**src/hdl/lfsbg_pkg.sv**
```systemverilog
// ----------------------------------------------------------------------------
// lfsbg_pkg
// Shared types, codes and channel arithmetic for the LED frame store with
// brightness scaling and gamma correction.
// ----------------------------------------------------------------------------
package lfsbg_pkg;

    // field widths
    localparam int ACTION_W = 2;
    localparam int INDEX_W  = 8;
    localparam int CHAN_W   = 8;
    localparam int COLOUR_W = 3 * CHAN_W;
    localparam int POS_W    = 6;
    localparam int PCT_W    = 7;
    localparam int CFG_IDX_W = 2;
    localparam int CFG_DATA_W = 7;

    // products and intermediate widths
    localparam int PROD_W = CHAN_W + PCT_W;   // value * percent
    localparam int SQ_W   = 2 * CHAN_W;       // s * s + rounding

    // action codes
    typedef enum logic [ACTION_W-1:0] {
        ACT_SET   = 2'd0,
        ACT_FILL  = 2'd1,
        ACT_SHOW  = 2'd2,
        ACT_CLEAR = 2'd3
    } action_t;

    // configuration register indexes
    localparam logic [CFG_IDX_W-1:0] CFG_BRIGHTNESS = 2'd0;
    localparam logic [CFG_IDX_W-1:0] CFG_GAMMA      = 2'd1;

    localparam logic [PCT_W-1:0] PCT_MAX      = 7'd100;
    localparam logic [SQ_W-1:0]  GAMMA_ROUND  = 16'd127;
    localparam logic [12:0]      RECIP_100    = 13'd5243;   // 2^19 / 100, rounded up

    // controller to datapath
    typedef struct packed {
        logic                wr_en;
        logic                fill_en;
        logic                rd_en;
        logic                last;
        logic [POS_W-1:0]    addr;
        logic [COLOUR_W-1:0] colour;
    } cmd_t;

    // datapath to controller
    typedef struct packed {
        logic adv;
    } status_t;

    // floor(x / 100) for x up to 255 * 100
    function automatic logic [CHAN_W-1:0] div100(input logic [PROD_W-1:0] x);
        logic [PROD_W+12:0] t;
        t = x * RECIP_100;
        return t[26:19];
    endfunction

    // floor(y / 255) for y below 65280
    function automatic logic [CHAN_W-1:0] div255(input logic [SQ_W-1:0] y);
        logic [SQ_W:0] t;
        t = {1'b0, y} + {9'd0, y[SQ_W-1:8]} + 17'd1;
        return t[15:8];
    endfunction

endpackage

```
**src/hdl/lfsbg_ctrl.sv**
```systemverilog
// ----------------------------------------------------------------------------
// lfsbg_ctrl
// Decodes input beats into store commands and walks the LED addresses
// during a show or clear.
// ----------------------------------------------------------------------------
module lfsbg_ctrl #(
    parameter int LED_COUNT = 32
) (
    input  logic                            clk,
    input  logic                            rst_n,
    input  logic                            in_valid,
    output logic                            in_stall,
    input  logic [lfsbg_pkg::ACTION_W-1:0]  action,
    input  logic [lfsbg_pkg::INDEX_W-1:0]   pixel_index,
    input  logic [lfsbg_pkg::CHAN_W-1:0]    red,
    input  logic [lfsbg_pkg::CHAN_W-1:0]    green,
    input  logic [lfsbg_pkg::CHAN_W-1:0]    blue,
    input  lfsbg_pkg::status_t              status,
    output lfsbg_pkg::cmd_t                 cmd
);
    import lfsbg_pkg::*;

    localparam int AW = (LED_COUNT > 1) ? $clog2(LED_COUNT) : 1;
    localparam logic [AW-1:0] LAST_ADDR = AW'(LED_COUNT - 1);
    localparam logic [INDEX_W:0] COUNT_LIM = (INDEX_W + 1)'(LED_COUNT);

    localparam logic ST_IDLE = 1'b0;
    localparam logic ST_SHOW = 1'b1;

    logic          state_reg, state_next;
    logic [AW-1:0] cnt_reg, cnt_next;
    logic          accept;
    logic          in_range;

    assign in_stall = (state_reg == ST_SHOW);
    assign accept   = in_valid && !in_stall;
    assign in_range = ({1'b0, pixel_index} < COUNT_LIM);

    // command decode and show sequencing
    always_comb
    begin
        state_next  = state_reg;
        cnt_next    = cnt_reg;
        cmd.wr_en   = 1'b0;
        cmd.fill_en = 1'b0;
        cmd.rd_en   = 1'b0;
        cmd.last    = 1'b0;
        cmd.addr    = pixel_index[POS_W-1:0];
        cmd.colour  = {red, green, blue};
        unique case (state_reg)
            ST_IDLE:
            begin
                if (accept)
                begin
                    unique case (action_t'(action))
                        ACT_SET:   cmd.wr_en = in_range;
                        ACT_FILL:  cmd.fill_en = 1'b1;
                        ACT_SHOW:  state_next = ST_SHOW;
                        ACT_CLEAR:
                        begin
                            cmd.fill_en = 1'b1;
                            cmd.colour  = '0;
                            state_next  = ST_SHOW;
                        end
                        default: ;
                    endcase
                    cnt_next = '0;
                end
            end
            ST_SHOW:
            begin
                cmd.addr = POS_W'(cnt_reg);
                cmd.last = (cnt_reg == LAST_ADDR);
                if (status.adv)
                begin
                    cmd.rd_en = 1'b1;
                    if (cnt_reg == LAST_ADDR)
                    begin
                        cnt_next   = '0;
                        state_next = ST_IDLE;
                    end
                    else
                    begin
                        cnt_next = cnt_reg + 1'b1;
                    end
                end
            end
            default: state_next = ST_IDLE;
        endcase
    end

    // state registers
    always_ff @(posedge clk or negedge rst_n)
    begin
        if (!rst_n)
        begin
            state_reg <= ST_IDLE;
            cnt_reg   <= '0;
        end
        else
        begin
            state_reg <= state_next;
            cnt_reg   <= cnt_next;
        end
    end

endmodule

```
**src/hdl/lfsbg_datapath.sv**
```systemverilog
// ----------------------------------------------------------------------------
// lfsbg_datapath
// Pixel store with fill colour and per-entry valid bits, followed by a
// five-stage correction pipeline: read, scale, divide by 100, square,
// divide by 255 into the output register.
// ----------------------------------------------------------------------------
module lfsbg_datapath #(
    parameter int LED_COUNT = 32
) (
    input  logic                              clk,
    input  logic                              rst_n,
    input  lfsbg_pkg::cmd_t                   cmd,
    output lfsbg_pkg::status_t                status,
    input  logic [lfsbg_pkg::PCT_W-1:0]       brightness,
    input  logic                              gamma_en,
    output logic                              out_valid,
    input  logic                              out_stall,
    output logic [lfsbg_pkg::COLOUR_W-1:0]    grb_word,
    output logic [lfsbg_pkg::POS_W-1:0]       led_position,
    output logic                              last_word
);
    import lfsbg_pkg::*;

    localparam int AW = (LED_COUNT > 1) ? $clog2(LED_COUNT) : 1;

    logic [COLOUR_W-1:0]  mem [LED_COUNT];
    logic [LED_COUNT-1:0] pix_valid_reg;
    logic [COLOUR_W-1:0]  fill_colour_reg;
    logic                 adv;
    logic [AW-1:0]        addr;

    // stage 1: store read
    logic                 v1_reg;
    logic [COLOUR_W-1:0]  mem_q_reg;
    logic [COLOUR_W-1:0]  fill1_reg;
    logic                 hit1_reg;
    logic [POS_W-1:0]     pos1_reg;
    logic                 last1_reg;
    // stage 2: value times percent
    logic                      v2_reg;
    logic [2:0][PROD_W-1:0]    prod2_reg;
    logic [POS_W-1:0]          pos2_reg;
    logic                      last2_reg;
    // stage 3: scaled value
    logic                      v3_reg;
    logic [2:0][CHAN_W-1:0]    s3_reg;
    logic [POS_W-1:0]          pos3_reg;
    logic                      last3_reg;
    // stage 4: square plus rounding
    logic                      v4_reg;
    logic [2:0][CHAN_W-1:0]    s4_reg;
    logic [2:0][SQ_W-1:0]      sq4_reg;
    logic [POS_W-1:0]          pos4_reg;
    logic                      last4_reg;
    // output register
    logic                      out_valid_reg;
    logic [COLOUR_W-1:0]       grb_reg;
    logic [POS_W-1:0]          pos_reg;
    logic                      last_reg;

    logic [COLOUR_W-1:0]       colour1;
    logic [2:0][CHAN_W-1:0]    chan_out;

    assign addr       = cmd.addr[AW-1:0];
    assign adv        = !out_valid_reg || !out_stall;
    assign status.adv = adv;

    // pixel memory
    always_ff @(posedge clk)
    begin
        if (cmd.wr_en)
        begin
            mem[addr] <= cmd.colour;
        end
        if (adv)
        begin
            mem_q_reg <= mem[addr];
        end
    end

    // valid bits and fill colour
    always_ff @(posedge clk or negedge rst_n)
    begin
        if (!rst_n)
        begin
            pix_valid_reg   <= '0;
            fill_colour_reg <= '0;
        end
        else if (cmd.fill_en)
        begin
            pix_valid_reg   <= '0;
            fill_colour_reg <= cmd.colour;
        end
        else if (cmd.wr_en)
        begin
            pix_valid_reg[addr] <= 1'b1;
        end
    end

    // pipeline valids, all stages hold while a valid output is stalled
    always_ff @(posedge clk or negedge rst_n)
    begin
        if (!rst_n)
        begin
            v1_reg        <= 1'b0;
            v2_reg        <= 1'b0;
            v3_reg        <= 1'b0;
            v4_reg        <= 1'b0;
            out_valid_reg <= 1'b0;
        end
        else if (adv)
        begin
            v1_reg        <= cmd.rd_en;
            v2_reg        <= v1_reg;
            v3_reg        <= v2_reg;
            v4_reg        <= v3_reg;
            out_valid_reg <= v4_reg;
        end
    end

    // entries not written since the last fill read as the fill colour
    assign colour1 = hit1_reg ? mem_q_reg : fill1_reg;

    // final gamma select
    always_comb
    begin
        for (int c = 0; c < 3; c++)
        begin
            chan_out[c] = (gamma_en && (s4_reg[c] != '0)) ? div255(sq4_reg[c]) : s4_reg[c];
        end
    end

    // pipeline payload
    always_ff @(posedge clk)
    begin
        if (adv)
        begin
            fill1_reg <= fill_colour_reg;
            hit1_reg  <= pix_valid_reg[addr];
            pos1_reg  <= cmd.addr;
            last1_reg <= cmd.last;

            for (int c = 0; c < 3; c++)
            begin
                prod2_reg[c] <= colour1[c*CHAN_W +: CHAN_W] * brightness;
            end
            pos2_reg  <= pos1_reg;
            last2_reg <= last1_reg;

            for (int c = 0; c < 3; c++)
            begin
                s3_reg[c] <= div100(prod2_reg[c]);
            end
            pos3_reg  <= pos2_reg;
            last3_reg <= last2_reg;

            for (int c = 0; c < 3; c++)
            begin
                s4_reg[c]  <= s3_reg[c];
                sq4_reg[c] <= (s3_reg[c] * s3_reg[c]) + GAMMA_ROUND;
            end
            pos4_reg  <= pos3_reg;
            last4_reg <= last3_reg;

            // channel 2 red, 1 green, 0 blue; packed green, red, blue
            grb_reg  <= {chan_out[1], chan_out[2], chan_out[0]};
            pos_reg  <= pos4_reg;
            last_reg <= last4_reg;
        end
    end

    assign out_valid    = out_valid_reg;
    assign grb_word     = grb_reg;
    assign led_position = pos_reg;
    assign last_word    = last_reg;

endmodule

```
**src/hdl/led_frame_store_brightness_gamma.sv**
```systemverilog
// ----------------------------------------------------------------------------
// led_frame_store_brightness_gamma
// Frame store of RGB colours, one per LED, with brightness scaling and
// square-law gamma on readout.
//
//   channel   direction   handshake            payload
//   in        input       in_valid/in_stall    action, pixel_index, red, green, blue
//   out       output      out_valid/out_stall  grb_word, led_position, last_word
//   cfg       input       cfg_valid/cfg_ready  cfg_index, cfg_data
//
// Set pixel and fill act as their beat is taken; fill marks every entry stale at once.
// Show and clear take the beat, then do one store read per cycle for each LED
// in turn, pausing while a valid output word is stalled. Each word then passes
// through the correction pipeline to the output.
// Reset clears the frame to black, brightness to 100 and enables gamma.
// A stall on the output holds the whole correction pipeline and the read
// address sequencer; the input is stalled while a frame is being read out.
// ----------------------------------------------------------------------------
module led_frame_store_brightness_gamma #(
    parameter int LED_COUNT = 32
) (
    input  logic                              clk,
    input  logic                              rst_n,
    input  logic                              in_valid,
    output logic                              in_stall,
    input  logic [lfsbg_pkg::ACTION_W-1:0]    action,
    input  logic [lfsbg_pkg::INDEX_W-1:0]     pixel_index,
    input  logic [lfsbg_pkg::CHAN_W-1:0]      red,
    input  logic [lfsbg_pkg::CHAN_W-1:0]      green,
    input  logic [lfsbg_pkg::CHAN_W-1:0]      blue,
    output logic                              out_valid,
    input  logic                              out_stall,
    output logic [lfsbg_pkg::COLOUR_W-1:0]    grb_word,
    output logic [lfsbg_pkg::POS_W-1:0]       led_position,
    output logic                              last_word,
    input  logic                              cfg_valid,
    output logic                              cfg_ready,
    input  logic [lfsbg_pkg::CFG_IDX_W-1:0]   cfg_index,
    input  logic [lfsbg_pkg::CFG_DATA_W-1:0]  cfg_data
);
    import lfsbg_pkg::*;

    cmd_t             cmd;
    status_t          status;
    logic [PCT_W-1:0] brightness_reg;
    logic             gamma_reg;
    logic             cfg_wr;

    assign cfg_ready = 1'b1;
    assign cfg_wr    = cfg_valid && cfg_ready;

    // configuration registers, brightness saturates at 100
    always_ff @(posedge clk or negedge rst_n)
    begin
        if (!rst_n)
        begin
            brightness_reg <= PCT_MAX;
            gamma_reg      <= 1'b1;
        end
        else if (cfg_wr)
        begin
            unique case (cfg_index)
                CFG_BRIGHTNESS: brightness_reg <= (cfg_data > PCT_MAX) ? PCT_MAX : cfg_data;
                CFG_GAMMA:      gamma_reg <= cfg_data[0];
                default: ;
            endcase
        end
    end

    lfsbg_ctrl #(
        .LED_COUNT (LED_COUNT)
    ) u_ctrl (
        .clk         (clk),
        .rst_n       (rst_n),
        .in_valid    (in_valid),
        .in_stall    (in_stall),
        .action      (action),
        .pixel_index (pixel_index),
        .red         (red),
        .green       (green),
        .blue        (blue),
        .status      (status),
        .cmd         (cmd)
    );

    lfsbg_datapath #(
        .LED_COUNT (LED_COUNT)
    ) u_datapath (
        .clk          (clk),
        .rst_n        (rst_n),
        .cmd          (cmd),
        .status       (status),
        .brightness   (brightness_reg),
        .gamma_en     (gamma_reg),
        .out_valid    (out_valid),
        .out_stall    (out_stall),
        .grb_word     (grb_word),
        .led_position (led_position),
        .last_word    (last_word)
    );

endmodule

```
**config.mk**
```make
export PLATFORM = sky130hd
export DESIGN_NAME = led_frame_store_brightness_gamma
export DESIGN_NICKNAME = d
export VERILOG_FILES = /design/src/hdl/lfsbg_pkg.sv /design/src/hdl/lfsbg_ctrl.sv /design/src/hdl/lfsbg_datapath.sv /design/src/hdl/led_frame_store_brightness_gamma.sv
export SDC_FILE = /design/constraint.sdc
export NUM_CORES = 2
export LEC_CHECK = 0
export BUFFER_PORTS_ARGS = -buffer_cell sky130_fd_sc_hd__buf_2
export CELL_PAD_IN_SITES_DETAIL_PLACEMENT = 1
export CELL_PAD_IN_SITES_GLOBAL_PLACEMENT = 1
export CORE_ASPECT_RATIO = 0.6
export CORE_UTILIZATION = 30
export DETAILED_ROUTE_END_ITERATION = 7
export HOLD_SLACK_MARGIN = 0.12
export PLACE_DENSITY_LB_ADDON = 0.12
export SYNTH_ARGS = -nofsm -noshare
export SYNTH_HDL_FRONTEND = slang
export SYNTH_SLANG_ARGS = --single-unit
```
**constraint.sdc**
```tcl
create_clock -name clk -period 20.7 [get_ports clk]
set_clock_uncertainty 0.05 [all_clocks]
set_input_delay 4.14 -clock clk [delete_from_list [all_inputs] [get_ports clk]]
set_output_delay 4.14 -clock clk [all_outputs]
set_load 0.01 [all_outputs]
```
==> metrics.md <==
| Metric | Value |
|---|---|
| Number of synthesized flops with an enable pin | 1014 |
| Largest net degree at the start of global routing | 130 |
| Area of the placeable core | 203000 µm² |
| Initial antenna violation count | 9 |
| Clock tree from TritonCTS | built |
| Number of failing setup endpoints in the final timing report | 0 |
| Delay of the slowest critical-path stage | 0.72 ns |
| Crit start category | primary input |
| Period utilization | 34.6% |
| Fin Setup TNS | 0 ns |
| Width of the die | 586 µm |
| Worst-margin pin slew | 1.24 ns |
| Number of hold buffers added after CTS | 0 |
| Number of standard-cell rows in the floorplan | 128 |
| Slew HR | 17.2% |
| Setup slack of the critical path after layout | 13.53 ns |
| Synth top area cells | sky130_fd_sc_hd__edfxtp_1, sky130_fd_sc_hd__fa_1, sky130_fd_sc_hd__ha_1 |
| HPWL Detailed | 120000 µm |
| Boundary Pins | 82 |
| Most common cell in the synthesized netlist | sky130_fd_sc_hd__edfxtp_1 |
| Crit path DAT | 7.50 ns |
| TritonRoute pass-1 iters | 7 |
| Gr usage total | 16.9% |
| Type of the setup path with the least slack | primary input to flip-flop |
| Total of buffers placed on input and output ports | 80 |
| Slowest cell on the critical path | sky130_fd_sc_hd__buf_4 |
| Pre-CTS setup slack | 12.66 ns |
| Final core utilization | 34.1% |
| Share of synthesized flip-flops with an asynchronous set or reset | 6.89% |
| Post-synthesis sequential area ratio | 52.7% |
| Starting density of the core | 30.2% |
| Depth of the most critical reg-to-reg path | 18 |
| Floorplan die area | 206000 µm² |
| Initial detailed-routing violation count | 2403 |
| Number of warning messages in the yosys log | 0 |
| Count of unresolved DRC violations after routing | 0 |
| Flops & latches, synth | 1089 |
| Vias in the first global route | 37619 |
| Post-route antenna net violation count | 0 |
| Final routed wire length divided by cell count | 23.5 µm |
| Clock input transition at the sequential cells of the worst setup and hold paths | 0.07 ns |
| Post-CTS setup buffer count | 0 |
| Pins over their slew limit | 0 |
| Number of buffers inserted during clock tree synthesis | 109 |
| WHS Path Cells | 0 |
| Post-Layout Inst Area | 69300 µm² |
| Cell taking the most area after synthesis | sky130_fd_sc_hd__edfxtp_1 |
| Area of the mapped netlist | 61300 µm² |
| Clock root buffer master | sky130_fd_sc_hd__clkbuf_16 |
| TritonCTS sink count | 1089 |
| First-pass GRT wire length | 259000 µm |
| Drt via density | 4.79 |
| GRT overflow | 0 |
| Post-synthesis instance total | 4390 |
| Layout filler cell count | 21369 |
| Most numerous cell types in the synthesized netlist | sky130_fd_sc_hd__edfxtp_1, sky130_fd_sc_hd__inv_1, sky130_fd_sc_hd__ha_1, sky130_fd_sc_hd__fa_1, sky130_fd_sc_hd__nand2_1 |
| Largest fanout on the critical path | 84 |
| Leading register cell type out of synthesis | sky130_fd_sc_hd__edfxtp_1 |
| Status | complete, no violations |
| Layout Nets | 5451 |
| Fraction of final layout cells sized beyond drive strength 1 | 11.5% |
| Maximum clock frequency | 0.139 GHz |
| Die span in y | 352 µm |
| Shortest clock period the worst path allows after layout | 7.17 ns |
| Post-synthesis net count | 5309 |
| Average size of a mapped cell | 14.0 µm² |
| CP Cell Sequence | buf_2 > mux2i_4 > inv_8 > buf_4 > nand2_1 > nor2_4 > buf_4 |
| Setup repair after global routing missed its margin | false |
| Max Cap Viol | 0 |
| Count of distinct cell types in the synthesized netlist | 73 |
| Capturing element type of the critical path | flip-flop |
| Hold violation count in the final report | 0 |
| Number of buffers on the longest clock path | 3 |
| Most used cell, CP | sky130_fd_sc_hd__buf_4 |
| # H-tree levels | 3 |
| Standard cell area after detailed placement | 65700 µm² |
| Portion of synthesized cell area occupied by the leading cell type | 49.7% |
| Final weighted congestion in routability-driven placement | 0.763 |
| Layout area overhead | 13.0% |
| Required time of the critical path | 21.03 ns |
| Post-cts sizing count | 0 |
| Total Wirelength | 173000 µm |
| Clock insertion delay at the later pin of the skew report | 0.76 ns |
| Via count | 35260 |
| Max reg flops | 768 |
| Class of the worst hold path | flip-flop to flip-flop |
stage by stage:
stage          hold WS [ns]  instances
6_report              0.366       7356
5_1_grt               0.374       7353
4_1_cts               0.371       7353
3_5_place_dp          0.356       7151
3_3_place_gp          0.356       7151
2_1_floorplan         0.350       4390
worst max-delay path, delay by kind of cell:
| kind | cells | cell delay [ns] |
|---|---|---|
| buf+inv | 4 | 1.83 |
| simple gates | 2 | 1.33 |
| mux | 1 | 0.16 |
path summary, 6_finish.rpt:
| kind | slack [ns] | from | to |
|---|---|---|---|
| min | 0.37 | u_datapath.pos3_reg[3]$_DFFE_PN_ | u_datapath.pos4_reg[3]$_DFFE_PN_ |
| min reg2reg | 0.37 | u_datapath.pos3_reg[3]$_DFFE_PN_ | u_datapath.pos4_reg[3]$_DFFE_PN_ |
| min in group asynchronous | 3.31 | rst_n | u_datapath.fill_colour_reg[18]$_DFFE_PN0P_ |
| max | 13.53 | pixel_index[1] | u_datapath.mem[14][16]$_DFFE_PP_ |
| max reg2reg | 14.49 | u_datapath.prod2_reg[12]$_DFFE_PN_ | u_datapath.s3_reg[7]$_DFFE_PN_ |
| max in group asynchronous | 15.95 | rst_n | u_datapath.pix_valid_reg[1]$_DFFE_PN0P_ |
cells by family after synthesis:
group	after synthesis	share of synthesized area (%)
simple gates	850	6.88
xor+xnor	132	1.89
other cells	1	0.00611
mux	165	5.25
compound gates	543	6.30
flops	1089	52.7
fa+ha+maj	871	22.4
buf+inv	739	4.56
routing by layer:
layer  vias up  GRT usage (%)  wire length (µm)
li1      16000              -                 -
met1     18403           28.5             95800
met2       695           22.6             66500
met3       158           2.45              8140
met4         4           2.69              2410
met5         -              0                19
placed cells by master (no fill, tap or decap), types with 26 or more instances in the layout:
cell	count
sky130_fd_sc_hd__mux4_2	124
sky130_fd_sc_hd__nand2_1	248
sky130_fd_sc_hd__and2_1	99
sky130_fd_sc_hd__a22o_1	53
sky130_fd_sc_hd__edfxtp_1	1014
sky130_fd_sc_hd__ha_1	493
sky130_fd_sc_hd__buf_2	79
sky130_fd_sc_hd__o21a_1	48
sky130_fd_sc_hd__dfrtp_1	71
sky130_fd_sc_hd__a22oi_1	46
sky130_fd_sc_hd__o21ai_0	65
sky130_fd_sc_hd__xor2_1	37
sky130_fd_sc_hd__buf_4	87
sky130_fd_sc_hd__nor2_4	33
sky130_fd_sc_hd__a221oi_1	71
sky130_fd_sc_hd__clkbuf_16	109
sky130_fd_sc_hd__o22ai_1	26
sky130_fd_sc_hd__nand3_1	73
sky130_fd_sc_hd__xnor2_1	95
sky130_fd_sc_hd__nor2b_1	111
sky130_fd_sc_hd__inv_1	599
sky130_fd_sc_hd__fa_1	378
sky130_fd_sc_hd__nor2_1	115
sky130_fd_sc_hd__nand2b_1	63
sky130_fd_sc_hd__a21oi_1	101
cell type report:
cell class / instances / area (µm²) / share of cell area [%]
diodes: 3 / 7.51 / 0.0108
clock buffers: 137 / 2860 / 4.13
well taps: 2730 / 3420 / 4.93
repair buffers: 168 / 1090 / 1.57
clock inverters: 65 / 757 / 1.09
inverters: 602 / 2270 / 3.28
multi-input cells: 2562 / 26600 / 38.3
flip-flops and latches: 1089 / 32300 / 46.7
Power is left out: the tool's default activity adds up to more than one toggle a clock period on the data nets, which glitch-free logic cannot reach.
